<file path="config.mk">
export PLATFORM = sky130hd
export DESIGN_NAME = dmm_front
export DESIGN_NICKNAME = d
export VERILOG_FILES = /design/src/sv/dmm_pkg.sv /design/src/sv/dmm_front.sv
export SDC_FILE = /design/constraint.sdc
export NUM_CORES = 1
export LEC_CHECK = 0
export ABC_AREA = 1
export BUFFER_PORTS_ARGS = -buffer_cell sky130_fd_sc_hd__clkbuf_2
export CORE_MARGIN = 3
export CORE_UTILIZATION = 40
export DETAILED_ROUTE_END_ITERATION = 6
export PLACE_DENSITY = 0.8
export SLEW_MARGIN = 15
export SYNTH_ARGS = -nofsm -noshare
export SYNTH_HDL_FRONTEND = slang
export SYNTH_SLANG_ARGS = --single-unit
</file>
<file path="constraint.sdc">
create_clock -name clk -period 2.3 [get_ports clk]
set_input_delay 0.46 -clock clk [delete_from_list [all_inputs] [get_ports clk]]
set_output_delay 0.46 -clock clk [all_outputs]
set_load 0.05 [all_outputs]
</file>
<file path="src/sv/dmm_pkg.sv">
// shared types, codes and sizes for the dense matrix multiply core
package dmm_pkg;

  localparam int MAX_DIM_DEFAULT = 16;
  localparam int IDX_REACH       = 16;
  localparam int IDX_W           = 4;
  localparam int DIM_W           = 5;
  localparam int VAL_W           = 32;
  localparam int CMD_DEPTH       = 4;
  localparam int RES_DEPTH       = 4;

  localparam logic [1:0] FUNC_LOAD_A = 2'd0;
  localparam logic [1:0] FUNC_LOAD_B = 2'd1;
  localparam logic [1:0] FUNC_ROW    = 2'd2;

  localparam logic [1:0] REG_ROWS_A    = 2'd0;
  localparam logic [1:0] REG_INNER_DIM = 2'd1;
  localparam logic [1:0] REG_COLS_B    = 2'd2;

  localparam logic [DIM_W-1:0] DIM_RESET = DIM_W'(16);

  typedef enum logic [1:0] {
    OP_LOAD_A,
    OP_LOAD_B,
    OP_ROW,
    OP_ERR
  } op_t;

  typedef struct packed {
    logic [DIM_W-1:0] nr;
    logic [DIM_W-1:0] nk;
    logic [DIM_W-1:0] nc;
  } dims_t;

  typedef struct packed {
    op_t              op;
    logic [IDX_W-1:0] row;
    logic [IDX_W-1:0] col;
    logic [VAL_W-1:0] value;
  } cmd_t;

  typedef struct packed {
    logic [IDX_W-1:0] row;
    logic [IDX_W-1:0] col;
    logic [VAL_W-1:0] value;
    logic             last;
    logic             err;
  } res_t;

endpackage

</file>
<file path="src/sv/dmm_front.sv">
// front end: size registers, index checks and command classification
module dmm_front #(
  parameter int MAX_DIM = dmm_pkg::MAX_DIM_DEFAULT
) (
  input  logic                  clk,
  input  logic                  rst,
  input  logic                  cfg_write,
  input  logic [1:0]            cfg_index,
  input  logic [4:0]            cfg_data,
  input  logic                  push,
  input  logic [1:0]            func,
  input  logic [3:0]            row_index,
  input  logic [3:0]            col_index,
  input  logic signed [31:0]    element_value,
  input  logic                  cmd_full,
  output logic                  cmd_push,
  output dmm_pkg::cmd_t         cmd,
  output dmm_pkg::dims_t        dims
);
  import dmm_pkg::*;

  localparam int EFF_CAP = (MAX_DIM < IDX_REACH) ? MAX_DIM : IDX_REACH;

  logic [DIM_W-1:0] rows_a;
  logic [DIM_W-1:0] inner_dim;
  logic [DIM_W-1:0] cols_b;
  logic [DIM_W-1:0] row_ext;
  logic [DIM_W-1:0] col_ext;
  logic             keep;

  function automatic logic [DIM_W-1:0] eff(input logic [DIM_W-1:0] v);
    return (v > DIM_W'(EFF_CAP)) ? DIM_W'(EFF_CAP) : v;
  endfunction

  always_ff @(posedge clk) begin
    if (rst) begin
      rows_a    <= DIM_RESET;
      inner_dim <= DIM_RESET;
      cols_b    <= DIM_RESET;
    end else if (cfg_write) begin
      case (cfg_index)
        REG_ROWS_A:    rows_a    <= cfg_data;
        REG_INNER_DIM: inner_dim <= cfg_data;
        REG_COLS_B:    cols_b    <= cfg_data;
        default: ;
      endcase
    end
  end

  assign dims.nr = eff(rows_a);
  assign dims.nk = eff(inner_dim);
  assign dims.nc = eff(cols_b);

  assign row_ext = DIM_W'(row_index);
  assign col_ext = DIM_W'(col_index);

  always_comb begin
    keep      = 1'b1;
    cmd.row   = row_index;
    cmd.col   = col_index;
    cmd.value = element_value;
    cmd.op    = OP_ERR;
    case (func)
      FUNC_LOAD_A: begin
        cmd.op = (row_ext >= dims.nr || col_ext >= dims.nk) ? OP_ERR : OP_LOAD_A;
      end
      FUNC_LOAD_B: begin
        cmd.op = (row_ext >= dims.nk || col_ext >= dims.nc) ? OP_ERR : OP_LOAD_B;
      end
      FUNC_ROW: begin
        cmd.op = (row_ext >= dims.nr || dims.nc == '0) ? OP_ERR : OP_ROW;
      end
      default: begin
        // unused code is taken and dropped
        keep = 1'b0;
      end
    endcase
  end

  assign cmd_push = push && !cmd_full && keep;

endmodule

</file>
==> impl_metrics.csv <==
group,metric,value,unit
status,status,"finished with violations",
status,failed_checks,"setup timing",
synth,synth.distinct_cells,24,
worst_setup_path,critPathArrivalTime,1.94,ns
floorplan,die-area,4420,sq um
final_layout,layout.cells.most_common,"clkbuf_2",
worst_hold_path,worst_hold_startpoint,"cols_b[2]",
sta,rsz0062_at_grt,"true",
global_route,antenna_found_initial,0,
power_and_ir_drop,vdd_drop_max,265,uV
sta,timing_hold_violations_final,0,
floorplan,chipWidth,66.5,um
sta,worst-slew-pin-transition,0.346,ns
global_route,overflow,0,
floorplan,die_y,66.5,um
placed_design,placedInstanceArea,1500,sq um
synth,post_synth_inst_count,221,
sta,setup_tns,-0.182,ns
final_layout,diodes,0,
clock_tree,holdBufCountCts,0,
synth,synth_seq_area_share,20.5,%
final_layout,share_of_the_core_filled_with_cells_in_the_final_layout,51.8,%
floorplan,placementRows,21,
global_route,grt_first_pass_wirelength,5200,um
worst_setup_path,path_max_fanout,4,
routing,dr.first_iter.drc_count,25,
sta,min_period,2.40,ns
placed_design,io_buffers,47,
routing,dr_total_vias,1341,
routing,drc,0,
routing,vias_per_cell,4.62,
sta,finalSetupViolCount,2,
final_layout,flow.area_growth_from_synthesis,21.8,%
routing,detail_route.wl_per_cell,11.4,um
worst_hold_path,hold_path.class,"register to register",
global_route,via_count_of_the_first_global_routing_pass,1265,
routing,detail_route.wirelength,3320,um
clock_tree,cts-buffers-inserted,3,
final_layout,nNetsFinal,315,
synth,syn-num-nets,291,
clock_tree,cts_root_buf,"clkbuf_8",
power_and_ir_drop,powerDensity,477,nW/um^2
global_route,grtUsageTotal,15.5,%
sta,final.period_utilization,104,%
placed_design,place_hpwl,2520,um
worst_setup_path,worstSetupStartpoint,"inner_dim[2]",
floorplan,design.portCount,112,
power_and_ir_drop,power.total,0.000850,W
synth,synth_area_per_cell,6.62,sq um
synth,total_standard_cell_area_after_synthesis,1460,sq um
floorplan,start_util,42.5,%
routing,first_pass_iters,4,
synth,synth_seq_cells,15,
worst_setup_path,crit-reg2reg-launch,"inner_dim[4]",
power_and_ir_drop,leakage,0.994,nW
routing,post_drt_antenna_nets,0,
clock_tree,level_count_of_the_clock_h_tree,1,
clock_tree,cts_tree,"built",
sta,fin_worst_skew,0,ns
worst_setup_path,critical_path_class,"register to output pin",
final_layout,most-common-layout-cells,"clkbuf_2, nand2_1, inv_1, buf_4, inv_2",
worst_setup_path,worst_ep_required_time,1.84,ns
floorplan,coreArea,3440,sq um
sta,report.final.slew_viol_count,0,
worst_setup_path,crit_path_end_kind,"output pin",
placed_design,gp_routability_congestion,0.786,
sta,final.setup.worst_slack,-0.0975,ns
final_layout,post-route-cell-area,1780,sq um
worst_setup_path,worst_setup_path_start_kind,"register",
run,number_of_max_capacitance_violations_reported,0,
clock_tree,cts.sinks,15,
clock_tree,cts.reportedPaths.clkPinSlew,0.06,ns
final_layout,layout-drive-gt1-share,48.4,%
clock_tree,clock_tree.buffer_depth,2,
synth,synth.yosys.warnings,0,
sta,relSlewSlack,76.8,%
global_route,largest_net_degree_at_the_start_of_global_routing,16,
sta,timing.fmax,0.417,GHz
clock_tree,clk_latency,0.25,ns
## report_power, final
group / total (W) / switching, W / internal (W) / leakage (nW)
registers: 0.000286 / 0.0000118 / 0.000275 / 0.125
logic: 0.000348 / 0.000223 / 0.000125 / 0.843
clock network: 0.000215 / 0.0000952 / 0.000120 / 0.0255
total: 0.000850 / 0.000330 / 0.000520 / 0.994
## cell type report
cell class / count / area, sq um
well taps: 46 / 57.6
flip-flops and latches: 15 / 307
fillers: 347 / 1660
repair buffers: 63 / 375
clock inverters: 1 / 5.00
multi-input cells: 117 / 827
inverters: 45 / 170
clock buffers: 3 / 41.3
## repair_timing
item	CTS	global route
gates resized for setup	37	13
pin swaps	11	10
gates cloned	0	0
setup endpoints to repair	2	2
setup buffers	9	2
## per-stage QoR
stage	hold WS [ns]	std cells	setup slack (ns)
after floorplan	0.444	221	0.0593
after global placement	0.458	275	0.00233
after detailed placement	0.466	275	-0.0331
after CTS	0.462	288	-0.105
after global routing	0.478	290	-0.220
final	0.454	290	-0.0975
## cell usage after synthesis
cell type / number / area [sq um]
buf_4: 40 / 300
a21oi_1: 15 / 75.1
nor3_4: 1 / 16.3
nor2_2: 1 / 6.26
dfxtp_1: 15 / 300
and2_1: 2 / 12.5
clkinv_1: 1 / 3.75
nand4_1: 2 / 12.5
nand2_2: 1 / 6.26
nand3_1: 6 / 30.0
inv_1: 40 / 150
clkinv_2: 1 / 5.00
o211ai_2: 1 / 12.5
o21ai_1: 10 / 50.1
o211ai_1: 1 / 7.51
nand3b_1: 1 / 7.51
o21ai_0: 7 / 35.0
inv_2: 3 / 11.3
nand2_1: 37 / 139
buf_2: 1 / 5.00
ha_1: 16 / 200
nor2_1: 15 / 56.3
nand3_2: 1 / 10.0
clkbuf_1: 3 / 11.3
## registers in the layout, summed over array words and instances (netlist names)
register and count:
cols_b 5, inner_dim 5, rows_a 5
## critical path, stage by stage (launching register included)
cell and delay, ns:
dfxtp_2 0.32, inv_2 0.06, nand3_2 0.09, o21ai_4 0.18
nand2_2 0.12, ha_4 0.28, nand2_1 0.04, nand3b_1 0.16
nand3_2 0.12, nor2_4 0.05, nor2_4 0.10, buf_8 0.15
## final timing paths
| path | end | depth (start not counted) | slack, ns |
|---|---|---|---|
| hold reg to reg | cols_b[2] | 2 | 0.45 |
| hold / removal | cols_b[2] | 2 | 0.45 |
| setup reg to reg | inner_dim[4] | 3 | 1.48 |
| setup / recovery | cmd[41] | 11 | -0.1 |
## layer usage
metal | part of all wire [%] | GRT usage (%) | up-vias
met1 | 41 | 17.6 | 597
met3 | 5.4 | 2.36 | 11
met2 | 51 | 27.3 | 42
li1 | - | - | 691
met4 | 2.6 | 8.88 | 0
met5 | 0 | 0 | -
## cell families after synthesis
group                      Yosys count  share of synthesized area [%]
buffers and inverters               89                           33.2
adders and majority gates           16                           13.7
and+or+nand+nor                     67                           20.3
AOI/OAI and AO/OA                   34                           12.3
DFF                                 15                           20.5
No activity file was read; power rests on OpenSTA's default activity.
