**config.mk**
```make
export PLATFORM = sky130hd
export DESIGN_NAME = dmm_fifo
export DESIGN_NICKNAME = d
export VERILOG_FILES = /design/src/sv/dmm_fifo.sv
export SDC_FILE = /design/constraint.sdc
export NUM_CORES = 1
export LEC_CHECK = 0
export ABC_AREA = 1
export BUFFER_PORTS_ARGS = -buffer_cell sky130_fd_sc_hd__clkbuf_2
export CAP_MARGIN = 20
export CORE_ASPECT_RATIO = 0.6
export CORE_MARGIN = 5
export CORE_UTILIZATION = 50
export CTS_BUF_LIST = sky130_fd_sc_hd__clkbuf_16
export DETAILED_ROUTE_END_ITERATION = 8
export MAX_ROUTING_LAYER = met4
export PLACE_DENSITY = 0.7
export SYNTH_ARGS = -nofsm -noshare
export SYNTH_HDL_FRONTEND = slang
export SYNTH_SLANG_ARGS = --single-unit
```
**constraint.sdc**
```tcl
create_clock -name clk -period 2.7 [get_ports clk]
set_clock_uncertainty 0.2 [all_clocks]
set_input_delay 0 -clock clk [delete_from_list [all_inputs] [get_ports clk]]
set_output_delay 0 -clock clk [all_outputs]
set_load 0.05 [all_outputs]
```
**src/sv/dmm_fifo.sv**
```systemverilog
// small synchronous fifo used for the command and result queues
module dmm_fifo #(
  parameter int W     = 8,
  parameter int DEPTH = 4
) (
  input  logic         clk,
  input  logic         rst,
  input  logic         wr,
  input  logic [W-1:0] din,
  input  logic         rd,
  output logic [W-1:0] dout,
  output logic         full,
  output logic         empty
);
  localparam int PTR_W = (DEPTH > 1) ? $clog2(DEPTH) : 1;
  localparam int CNT_W = $clog2(DEPTH + 1);

  logic [W-1:0]     mem [DEPTH];
  logic [PTR_W-1:0] wptr;
  logic [PTR_W-1:0] rptr;
  logic [CNT_W-1:0] count;

  assign full  = (count == CNT_W'(DEPTH));
  assign empty = (count == '0);
  assign dout  = mem[rptr];

  always_ff @(posedge clk) begin
    if (wr) begin
      mem[wptr] <= din;
    end
  end

  always_ff @(posedge clk) begin
    if (rst) begin
      wptr  <= '0;
      rptr  <= '0;
      count <= '0;
    end else begin
      if (wr) begin
        wptr <= (wptr == PTR_W'(DEPTH - 1)) ? '0 : wptr + 1'b1;
      end
      if (rd) begin
        rptr <= (rptr == PTR_W'(DEPTH - 1)) ? '0 : rptr + 1'b1;
      end
      count <= count + CNT_W'(wr) - CNT_W'(rd);
    end
  end

endmodule

```
==> results.json, run 1 <==
{
  "status": "finished, final reports clean",
  "clock_sinks": 41,
  "grt_overflow": 0,
  "numCtsBuffers": 5,
  "endpoint": "dout[3]",
  "maxCapViolations": 0,
  "num_rows": 16,
  "syn_area_per_cell_sq_um": 11.4,
  "setup_violations": 0,
  "hold_class": "input pin to flop",
  "post_cts_buffers": 0,
  "grt_max_degree": 21,
  "slowest_delay_ns": 0.55,
  "start_util": 0.526,
  "slew_violations": 0,
  "wirelength_mm": 3.11,
  "tritoncts": "built",
  "grt_setup_unrepaired": "false",
  "root_buffer": "clkbuf_16",
  "intPower_uw": 1340,
  "avgViaCountPerCell": 4.78,
  "core_sq_mm": 0.00330,
  "fin_ws_ns": 0.859,
  "track_usage": 0.144,
  "tightest_slew_ns": 0.612,
  "worst-path-max-fanout": 20,
  "first_pass_iters": 4,
  "placedInstanceArea_sq_mm": 0.00185,
  "crit_arrival_ns": 1.64,
  "n_antenna_cell": 0,
  "place.detailed.hpwl_mm": 2.01,
  "synth_cells": 152,
  "switching_share": 0.258,
  "timing.fmax_mhz": 543,
  "cp_num_cells": 4,
  "required_ns": 2.50,
  "crit_buf_inv": 2,
  "place_ws_ns": 0.944,
  "timing.rr.start": "count[0]$_SDFF_PP0_",
  "critPathKind": "flop to output port",
  "final_cells": 232,
  "clkPwrFrac": 0.418,
  "route.detailed.wl_per_inst_microns": 13.4,
  "p_comb_frac": 0.163,
  "drt_iter0_drc": 43,
  "final_cell_mix": "32 x edfxtp_1, 31 x inv_1, 25 x nand2_1",
  "io_buffers": 21,
  "worstRegToRegCells": 7,
  "synth.distinct_cells": 18,
  "yosys_warnings": 0,
  "slew_headroom": 0.592,
  "route.vias.total": 1109,
  "ys_ff_latch": 41,
  "layout_commonest_cell": "edfxtp_1",
  "fin_tns_setup_ns": 0,
  "switchingPower_uw": 465,
  "synth_area_leaders": "edfxtp_1 55%, dfxtp_1 10%, inv_1 6.7%, nand2_1 5.4%, ha_1 5.0%",
  "clock_path_buffers": 2,
  "area_growth_pct": 23.7,
  "grt_pass1_vias": 1083,
  "synth.largest_area_cell": "edfxtp_1",
  "worstPathCellList": "buf_4 -> o211ai_1 -> nand2_1 -> clkbuf_2",
  "dp.cells": 213,
  "io_pins": 22,
  "die_y_microns": 55.7,
  "syn_area_sq_mm": 0.00174,
  "grt_pass1_wl_mm": 4.97,
  "pwr-share-seq": 0.419,
  "fp.dieArea_sq_mm": 0.00479,
  "synth.top_cell.area_share": 0.553,
  "syn_nets": 172,
  "crit_path_end_kind": "output port",
  "power_uw": 1800,
  "fin_area_sq_mm": 0.00215,
  "cts_max_level": 2,
  "clkTransAtPathRegs_ns": 0.06,
  "ant_nets": 0,
  "ir_drop_uv": 471,
  "clk_latency_ns": 0.28,
  "min_period_ns": 1.84,
  "drive_above_1_share": 0.166,
  "leakage_uw": 0.000940,
  "crit_slowest_cell": "dfxtp_1",
  "antenna_found_initial": 0,
  "drcViolationCount": 0,
  "r2r_end": "count[2]$_SDFF_PP0_",
  "period_share": 0.682,
  "path_delay_family": "buffers and inverters",
  "routabilityCongestion": 0.769,
  "die_w_microns": 86.1,
  "power_density_mw_per_mm2": 837,
  "ff2ff_setup_slack_ns": 0.89,
  "ys_seq_area_frac": 0.657,
  "nNetsFinal": 206,
  "critPathLaunchType": "flop",
  "timing.final.hold_violations": 0
}
synth_stat cells:
cell / n
buf_2: 1
buf_4: 1
xnor2_1: 1
fa_1: 1
nor3_1: 2
a21oi_1: 10
nand2_1: 25
inv_1: 31
edfxtp_1: 32
o21ai_0: 8
buf_6: 4
nand3_1: 1
a21oi_2: 1
o21ai_1: 1
o211ai_1: 8
ha_1: 7
nor2_1: 9
dfxtp_1: 9
layer usage:
metal  global-route usage  up-vias  wire length [microns]
li1                     -      565                      -
met1                0.158      516                   1310
met2                0.231       22                   1600
met3               0.0503        6                    140
met4               0.0767        0                     59
met5                    -        -                      0
worst min path at each step:
stage                      start                   to  cells past startpoint
after floorplan              rst  count[0]$_SDFF_PP0_                      1
after CTS                 din[2]  mem[3][2]$_DFFE_PP_                      2
final                     din[0]  mem[3][0]$_DFFE_PP_                      2
after global placement    din[5]  mem[1][5]$_DFFE_PP_                      1
after global routing      din[0]  mem[2][0]$_DFFE_PP_                      2
after detailed placement  din[2]  mem[1][2]$_DFFE_PP_                      1
power groups by stage:
stage | clock network, uW | logic [uW] | registers, uW
global route | 798 | 321 | 757
CTS | 759 | 290 | 753
finish | 753 | 293 | 754
floorplan | 0 | 227 | 753
detailed placement | 0 | 277 | 766
global placement | 0 | 265 | 763
state kept, by name, indices dropped and copies added, names as in the netlist, named ones only:
name,cells
count,3
wptr,2
rptr,2
mem,32
area by class of cell:
cell class                 instances  area (sq um)
fill                             245          1150
multi-input combinational         74           423
tap                               45          56.3
clock inverter                     3          65.1
sequential                        41          1140
clock buffer                       5           125
timing repair buffer              33           223
inverter                          31           116
cell families (layout without fill, tap and decap cells):
logic type,count (synthesis),in the layout,share of synthesized area
xor gates and xnor gates,1,1,0.00504
DFF,41,41,0.657
adders and majority gates,8,8,0.0619
AOI/OAI and AO/OA,28,28,0.0943
and+or+nand+nor,37,37,0.0821
buffers and inverters,37,72,0.100
worst reg2reg max path, delay by kind of cell (launching register included):
| family | cells | cell delay, ns |
|---|---|---|
| simple gates | 1 | 0.06 |
| fa+ha+maj | 3 | 0.85 |
| flops | 1 | 0.36 |
| compound gates | 1 | 0.14 |
| buf+inv | 2 | 0.10 |
metrics by stage:
step                      hold WS [ns]   util
after floorplan                 -0.129      -
after global placement          0.0153  0.560
after detailed placement        0.0255  0.560
after CTS                        0.281  0.651
after global routing             0.287  0.651
final                            0.281  0.651
repair_timing:
item / 4_1_cts / 5_1_grt
hold endpoints to repair: 41 / 0
gates resized for setup: 0 / 0
hold buffers: 11 / 0
No activity file was read; power rests on OpenSTA's default activity.
==> inputs of run 2 (changes only) <==
- clock period: 2.7 -> 1.7 ns (I/O delays scaled with it)
==> run 2 against run 1 <==
- the run now ends with negative setup slack left
- wire length rose by 2.1%
- cell area rose by 3.3%
- combinational power rose by 79%
- highest routed layer unchanged
- die area unchanged
- utilization grew 2.2 points
- register-to-register slack got worse by 0.93 ns
- final cell count rose by 1.7%
- sequential share of layout area decreased by 1.6 points
- worst setup slack worse by 0.90 ns
- critical path depth increased by 4
- non-clock buffer count grew 4
- largest cell class unchanged
- first-iteration DRC count rose by 58%
==> results.json, run 2 (synthesized netlist as in run 1, its figures left out) <==
{
  "status": "finished with violations",
  "failed_checks": "negative setup slack",
  "num_rows": 16,
  "leakage_uw": 0.000962,
  "route.vias.total": 1114,
  "grt_max_degree": 33,
  "worstRegToRegCells": 8,
  "crit_path_end_kind": "flop",
  "layout_commonest_cell": "edfxtp_1",
  "hold_class": "input pin to flop",
  "maxCapViolations": 0,
  "fin_ws_ns": -0.0369,
  "timing.fmax_mhz": 576,
  "drcViolationCount": 0,
  "drt_iter0_drc": 68,
  "critPathKind": "flop to flop",
  "largestRegisters": "mem: 32 flops, count: 3 flops",
  "timing.rr.start": "count[0]$_SDFF_PP0_",
  "clock_sinks": 41,
  "ant_nets": 0,
  "grt_pass1_vias": 999,
  "fp.dieArea_sq_mm": 0.00479,
  "start_util": 0.526,
  "area_growth_pct": 27.8,
  "min_period_ns": 1.74,
  "numCtsBuffers": 5,
  "place.detailed.hpwl_mm": 1.99,
  "io_buffers": 21,
  "required_ns": 1.70,
  "period_share": 1.02,
  "clock_path_buffers": 2,
  "worst-path-max-fanout": 2,
  "core_sq_mm": 0.00330,
  "tightest_slew_ns": 0.446,
  "grt_setup_unrepaired": "true",
  "critPathLaunchType": "flop",
  "die_y_microns": 55.7,
  "first_pass_iters": 4,
  "endpoint": "count[2]$_SDFF_PP0_",
  "track_usage": 0.136,
  "power_uw": 2900,
  "cp-startpoint": "count[0]$_SDFF_PP0_",
  "tritoncts": "built",
  "largest_reg_flops": 32,
  "clkTransAtPathRegs_ns": 0.05,
  "timing.final.hold_violations": 0,
  "die_w_microns": 86.1,
  "grt_pass1_wl_mm": 4.69,
  "ff2ff_setup_slack_ns": -0.04,
  "clk_latency_ns": 0.28,
  "slew_violations": 0,
  "r2r_end": "count[2]$_SDFF_PP0_",
  "ir_drop_uv": 846,
  "avgViaCountPerCell": 4.72,
  "grt_overflow": 0,
  "final_cell_mix": "32 x edfxtp_1, 28 x inv_1, 25 x nand2_1",
  "drive_above_1_share": 0.220,
  "placedInstanceArea_sq_mm": 0.00188,
  "cts_max_level": 2,
  "root_buffer": "clkbuf_16",
  "n_antenna_cell": 0,
  "fin_area_sq_mm": 0.00222,
  "crit_arrival_ns": 1.74,
  "fin_tns_setup_ns": -0.0390,
  "route.detailed.wl_per_inst_microns": 13.4,
  "slew_headroom": 0.702,
  "wirelength_mm": 3.17,
  "regMostFlops": "mem",
  "power_density_mw_per_mm2": 1310,
  "routabilityCongestion": 0.834,
  "setup_violations": 2,
  "io_pins": 22,
  "nNetsFinal": 210,
  "antenna_found_initial": 0
}
==> run 2: worst min-delay path by stage <==
stage / from / endpoint / cells past startpoint / slack (ns)
final: rd / count[0]$_SDFF_PP0_ / 6 / 0.12
after global routing: rd / count[0]$_SDFF_PP0_ / 6 / 0.14
after CTS: rd / count[0]$_SDFF_PP0_ / 6 / 0.13
after detailed placement: din[7] / mem[2][7]$_DFFE_PP_ / 1 / 0.02
after global placement: din[2] / mem[3][2]$_DFFE_PP_ / 1 / 0.01
after floorplan: rst / count[0]$_SDFF_PP0_ / 1 / -0.13
==> run 2: routing by layer <==
layer / track usage / wire length [microns]
met4: 0.0767 / 97
met1: 0.172 / 1410
met5: - / 0
met2: 0.198 / 1500
met3: 0.0355 / 167
==> run 2: stage by stage <==
step | hold WS, ns | worst slack [ns] | util | std cells
finish | 0.115 | -0.0369 | 0.672 | 236
CTS | 0.125 | -0.0175 | 0.661 | 235
global route | 0.145 | -0.0861 | 0.672 | 236
floorplan | -0.129 | 0.0295 | - | 152
detailed placement | 0.0206 | -0.00518 | 0.570 | 216
global placement | 0.0124 | 0.0316 | 0.570 | 216
==> run 2: layout make-up <==
cell class,instances,area [sq um]
clock buffer,5,125
clock inverter,3,65.1
fill,241,1080
inverter,31,116
multi-input combinational,74,450
sequential,41,1140
tap,45,56.3
timing repair buffer,37,265
==> run 2: worst max-delay path, stage by stage, from the launching register on <==
cell and delay, ns:
dfxtp_2 0.34, inv_2 0.05, ha_4 0.26, inv_2 0.04
ha_4 0.14, fa_2 0.34, nand3_1 0.10, nand2_1 0.07
nor2_1 0.12
==> run 2: what timing repair did <==
item / CTS / global route
resized for setup: 0 / 8
hold buffers: 11 / 0
setup buffers: 0 / 1
endpoints found under the setup margin: 1 / 2
endpoints found under the hold margin: 41 / 0
==> run 2: report_power, final <==
part	switching (uW)	leakage (uW)	internal (uW)
combinational	361	0.000499	164
sequential	35.7	0.000369	1150
clock	354	0.0000938	837
